==> src/hw/rtl/tfn_pkg.sv <==
`timescale 1ns / 1ps
`default_nettype none

package tfn_pkg;

  // Default configuration
  localparam int COORD_BITS_DEF  = 24;
  localparam int NORMAL_FRAC_DEF = 16;

  // Occupancy flags of the front/back queue
  typedef struct packed {
    logic full;
    logic empty;
  } tfn_fifo_status_t;

  // Control that travels beside the data in the back pipeline
  typedef struct packed {
    logic valid;
    logic degenerate;
  } tfn_ctrl_t;

endpackage

`default_nettype wire

==> src/hw/rtl/tfn_fifo.sv <==
`timescale 1ns / 1ps
`default_nettype none

module tfn_fifo #(
  parameter int WIDTH = 8
) (
  input  wire logic             clk,
  input  wire logic             rst,
  input  wire logic             push,
  input  wire logic [WIDTH-1:0] push_data,
  input  wire logic             pop,
  output logic [WIDTH-1:0]      pop_data,
  output tfn_pkg::tfn_fifo_status_t status
);
  import tfn_pkg::*;

  logic [WIDTH-1:0] entry [0:1];
  logic       wr_ptr, rd_ptr;
  logic [1:0] count;

  assign status.full  = (count == 2'd2);
  assign status.empty = (count == 2'd0);
  assign pop_data     = entry[rd_ptr];

  always_ff @(posedge clk) begin
    if (rst) begin
      wr_ptr <= 1'b0;
      rd_ptr <= 1'b0;
      count  <= 2'd0;
    end else begin
      if (push) begin
        wr_ptr <= ~wr_ptr;
      end
      if (pop) begin
        rd_ptr <= ~rd_ptr;
      end
      if (push && !pop) begin
        count <= count + 2'd1;
      end else if (pop && !push) begin
        count <= count - 2'd1;
      end
    end
    if (push) begin
      entry[wr_ptr] <= push_data;
    end
  end

  a_no_overflow: assert property (@(posedge clk) disable iff (rst)
    !(push && status.full))
    else $error("queue overflow");
  a_no_underflow: assert property (@(posedge clk) disable iff (rst)
    !(pop && status.empty))
    else $error("queue underflow");
  a_count_step: assert property (@(posedge clk) disable iff (rst)
    (push && !pop) |=> (count == $past(count) + 2'd1))
    else $error("queue count did not advance");

endmodule

`default_nettype wire

==> config.mk <==
export PLATFORM = sky130hd
export DESIGN_NAME = tfn_fifo
export DESIGN_NICKNAME = d
export VERILOG_FILES = /design/src/hw/rtl/tfn_pkg.sv /design/src/hw/rtl/tfn_fifo.sv
export SDC_FILE = /design/constraint.sdc
export NUM_CORES = 1
export LEC_CHECK = 0
export ABC_CLOCK_PERIOD_IN_PS = 1000
export BUFFER_PORTS_ARGS = -buffer_cell sky130_fd_sc_hd__clkbuf_2
export CAP_MARGIN = 5
export CORE_MARGIN = 3
export CORE_UTILIZATION = 40
export DETAILED_ROUTE_END_ITERATION = 10
export PLACE_DENSITY_LB_ADDON = 0.05
export RECOVER_POWER = 50
export REMOVE_ABC_BUFFERS = 1
export SLEW_MARGIN = 20
export SYNTH_ARGS = -nofsm -noshare
export SYNTH_HDL_FRONTEND = slang
export SYNTH_SLANG_ARGS = --single-unit
export TNS_END_PERCENT = 20
==> constraint.sdc <==
create_clock -name clk -period 1 [get_ports clk]
set_input_delay 0.15 -clock clk [delete_from_list [all_inputs] [get_ports clk]]
set_output_delay 0.15 -clock clk [all_outputs]
set_load 0.02 [all_outputs]
# After elaboration in Yosys (flattened, before gate mapping)

Memory sizes are Yosys's and may differ from the RTL's. A register that Yosys moved wholly into a read port is not among the register bits.
Index checks and enable logic that the tools add are counted.

Logic and storage cells: 21
Memories kept: 1
Output and inout port bits: 10
Bits in registers: 4
Input bits: 12
Bits in writable memories: 16

Memory list:

| name  | depth | width | read ports | clocked after Yosys merged registers in | wr ports | RTL line       | RTL |
|---|---|---|---|---|---|---|---|
| entry | 2     | 8     | 1          | 1                                       | 1        | tfn_fifo.sv:17 | `logic [WIDTH-1:0] entry [0:1];` |

Reductions and logical operators: 6
Equal/unequal tests: 1
Multiplexer cells: 6
Add/subtract/negate cells: 2
Bitwise operators: 2

Operators by type and width:

| cell                                                                | count |
|---|---|
| 1-bit 2-to-1 mux                                                    | 4 |
| 2-bit 2-to-1 mux                                                    | 2 |
| 2-bit by 1-bit adder with 2-bit output (second input constant)      | 1 |
| 2-bit equality test (second input constant)                         | 1 |
| 1-bit logical AND                                                   | 2 |
| 1-bit logical NOT                                                   | 2 |
| 2-bit logical NOT                                                   | 1 |
| 1-bit NOT                                                           | 2 |
| 2-bit nonzero test                                                  | 1 |
| 2-bit by 1-bit subtractor with 2-bit output (second input constant) | 1 |

# Longest topological paths before layout

Depth in word-level cells: 4
Mapped depth: 5
Gate-level depth less buffers: 5

# Least setup slack after synthesis

No wires, ideal clock.

Kind: flip-flop to flip-flop
Start point: register wr_ptr
End point: memory entry[0][0] (enable)
Period minus slack after synthesis: 1,088 ps
Data arrival time: 715 ps
Data required time: 627 ps
Buffers on the path: 0
Path slack: -88 ps
Library setup time: 373 ps
Stages on the path, launching flop included: 2
Path through: dfxtp_1 -> nor2b_1

RTL lines:

| item                     | RTL line       | RTL |
|---|---|---|
| start: declaration       | tfn_fifo.sv:18 | `logic wr_ptr, rd_ptr;` |
| start signal: assignment | tfn_fifo.sv:32 | `wr_ptr <= ~wr_ptr;` |
| end: declaration         | tfn_fifo.sv:17 |  |

Straight into the memory's write port.

==> flow_summary.ini <==
[routing]
first_pass_iters = 4
viasPerCell = 4.38
routed_wl_um = 1180
avgRoutedWirePerCell_um = 11.3
vias = 455
drtIter0Drc = 11
ant_nets = 0
drc = 0

[floorplanning]
fp.dieArea_sq_um = 2530
die_x_um = 50.3
rows = 15
die_y_um = 50.3
io_pins = 22
start_util_pct = 43.9
core_sq_um = 1780

[pwr]
cellPowerDensity_nw_per_um2 = 1650
p_leak_nw = 0.468
p_total_w = 0.00185
peakVddDrop_mv = 0.935

[layout]
fillers = 147
design_area_sq_um = 1120
antenna_cells = 0
layout-drive-gt1-share_pct = 50.6
nets = 93
areaGrowthSynthToFinish_pct = 43.3

[synthesis]
synthTopCellsByArea = edfxtp_1, dfxtp_1, mux2_2
yosysSeqAreaShare_pct = 74.1
yosys_warnings = 0
syn-cell-area_sq_um = 783
yosysTopAreaCell = edfxtp_1
ys_seq_elements = 21
synthCells = 47
yosysMostFrequentCell = edfxtp_1
synth_cell_types = 15
ys.flop_type = edfxtp_1
synth_edf_count = 16
async_reset_ff_share_pct = 0
synth_top_area_share_pct = 61.3
yosys-top-cells-count = edfxtp_1, mux2_2, dfxtp_1, nor2_1
avgSynthCellArea_sq_um = 16.7

[sta]
setup_viol = 11
rsz0062_at_grt = yes
drv_slew = 0
worst_pin_slew_ns = 0.180
fin_crit_sh_pct = 136
slew_headroom_pct = 87.9
layout_setup_ws_ns = -0.365
finalHoldViolations = 0
fin_worst_skew_ns = 0.000912
max_freq_mhz = 733
fin_crit_ns = 1.36

[setup_path]
crit_family = flip-flops
endpoint_kind = output port
cp_slowest_cell = dfxtp_2
critPathMaxStageDelay_ns = 0.36
crit_path_cell_trace = buf_6 -> mux2_4 -> buf_8
path_buf_inv = 2
worstSetupPathType = flip-flop to output port
crit_path_start_kind = flip-flop
crit_required_ns = 0.85
cp.arrival_ns = 1.21
worst-path-max-fanout = 5

[cts]
cts_buffer_depth = 2
clk_latency_ns = 0.29
ctsHoldBuffers = 0
htree_levels = 1
cts_sinks = 21
clkTransAtPathRegs_ns = 0.10
cts_made_buffers = 3
root_buffer = clkbuf_4
cts_tree = done

[status]
outcome = complete, but fails checks
failed_checks = setup timing

[min_path]
hold_class = primary input to flip-flop

[place]
globalplace.congestion = 0.672
io_buffer_count = 21
post_dp_cell_area_sq_um = 975

[grt]
grt_pass1_vias = 446
grt_max_degree = 12
grt_overflow = 0
grt_pass1_wl_um = 1950
antenna_found_initial = 0
track_usage_pct = 10.1

[job]
cap_violations = 0
## power by group
part / leakage (nW) / total (W) / switching [W] / internal (W)
combinational: 0.260 / 0.000429 / 0.000184 / 0.000246
clock: 0.0150 / 0.000380 / 0.000225 / 0.000155
sequential: 0.193 / 0.00104 / 0.0000309 / 0.00101
## per-stage QoR
step / TNS (ns) / cells / setup slack (ns) / utilization [%] / hold slack (ns)
after floorplan: -0.843 / 46 / -0.0877 / - / 0.219
after global placement: -0.827 / 100 / -0.102 / 54.7 / 0.341
after detailed placement: -0.786 / 100 / -0.127 / 54.7 / 0.343
after CTS: -3.33 / 104 / -0.392 / 62.5 / 0.0329
after global routing: -3.90 / 104 / -0.435 / 62.9 / 0.0191
final: -3.08 / 104 / -0.365 / 62.9 / 0.0448
## flip-flops by register name, indices dropped and copies added (netlist names), named ones only
name,cells
wr_ptr,1
count,2
rd_ptr,1
entry,16
## cell families (layout without fill, tap and decap cells)
| group | count (synthesis) | after routing | share of synthesized area [%] |
|---|---|---|---|
| xor+xnor | 4 | 4 | 4.47 |
| flops | 21 | 21 | 74.1 |
| compound gates | 2 | 2 | 1.28 |
| simple gates | 9 | 9 | 5.91 |
| mux | 8 | 8 | 11.5 |
| fa+ha+maj | 1 | 1 | 1.60 |
| buf+inv | 2 | 34 | 1.12 |
## cell usage in the layout (no fill, tap or decap)
| cell type | instances |
|---|---|
| or3_1 | 1 |
| xor2_1 | 2 |
| buf_6 | 2 |
| xnor2_1 | 2 |
| inv_1 | 1 |
| edfxtp_1 | 16 |
| ha_1 | 1 |
| buf_4 | 7 |
| clkbuf_1 | 4 |
| clkbuf_2 | 9 |
| o21ai_0 | 1 |
| a21oi_1 | 1 |
| dfxtp_2 | 1 |
| clkbuf_4 | 3 |
| nor2b_1 | 1 |
| mux2_4 | 8 |
| nor2_1 | 5 |
| buf_8 | 8 |
| and2b_2 | 1 |
| and2_1 | 1 |
| dfxtp_4 | 1 |
| dfxtp_1 | 3 |
## metal layers
layer	up-vias	track usage, %	share of wire (%)	wire, um
met2	13	18.0	53	626
met1	208	11.9	41	484
met3	0	2.67	5.4	64
met4	0	2.76	0	0
li1	234	-	-	-
met5	-	0	0	0
## worst paths after layout
kind                start           to  slack, ns  cells after the start
max             flip-flop  pop_data[1]      -0.36                      3
max reg2reg      count[0]     count[1]      -0.02                      3
min          push_data[6]  entry[1][6]       0.04                      1
min reg2reg      count[1]     count[1]       0.51                      2
## worst register-to-register path, cell delays in order, from the launching register on
cell,delay (ns)
dfxtp_4,0.37
xor2_1,0.16
or3_1,0.31
a21oi_1,0.13
## layout make-up
| type | instances | area (sq um) | share of cell area (%) |
|---|---|---|---|
| Sequential cell | 21 | 586 | 52.2 |
| Timing Repair Buffer | 29 | 251 | 22.4 |
| Clock buffer | 4 | 26.3 | 2.34 |
| Inverter | 1 | 3.75 | 0.334 |
| Tap cell | 25 | 31.3 | 2.79 |
| Multi-Input combinational cell | 24 | 224 | 20.0 |
## what timing repair did
item                                    in CTS  in global routing
gates resized for setup                     28                 11
cloned                                       0                  0
endpoints found under the hold margin        0                  0
pin swaps                                    1                  0
buffers inserted                             0                  0
endpoints found under the setup margin      11                 16
Power figures use the tool's default switching activity.
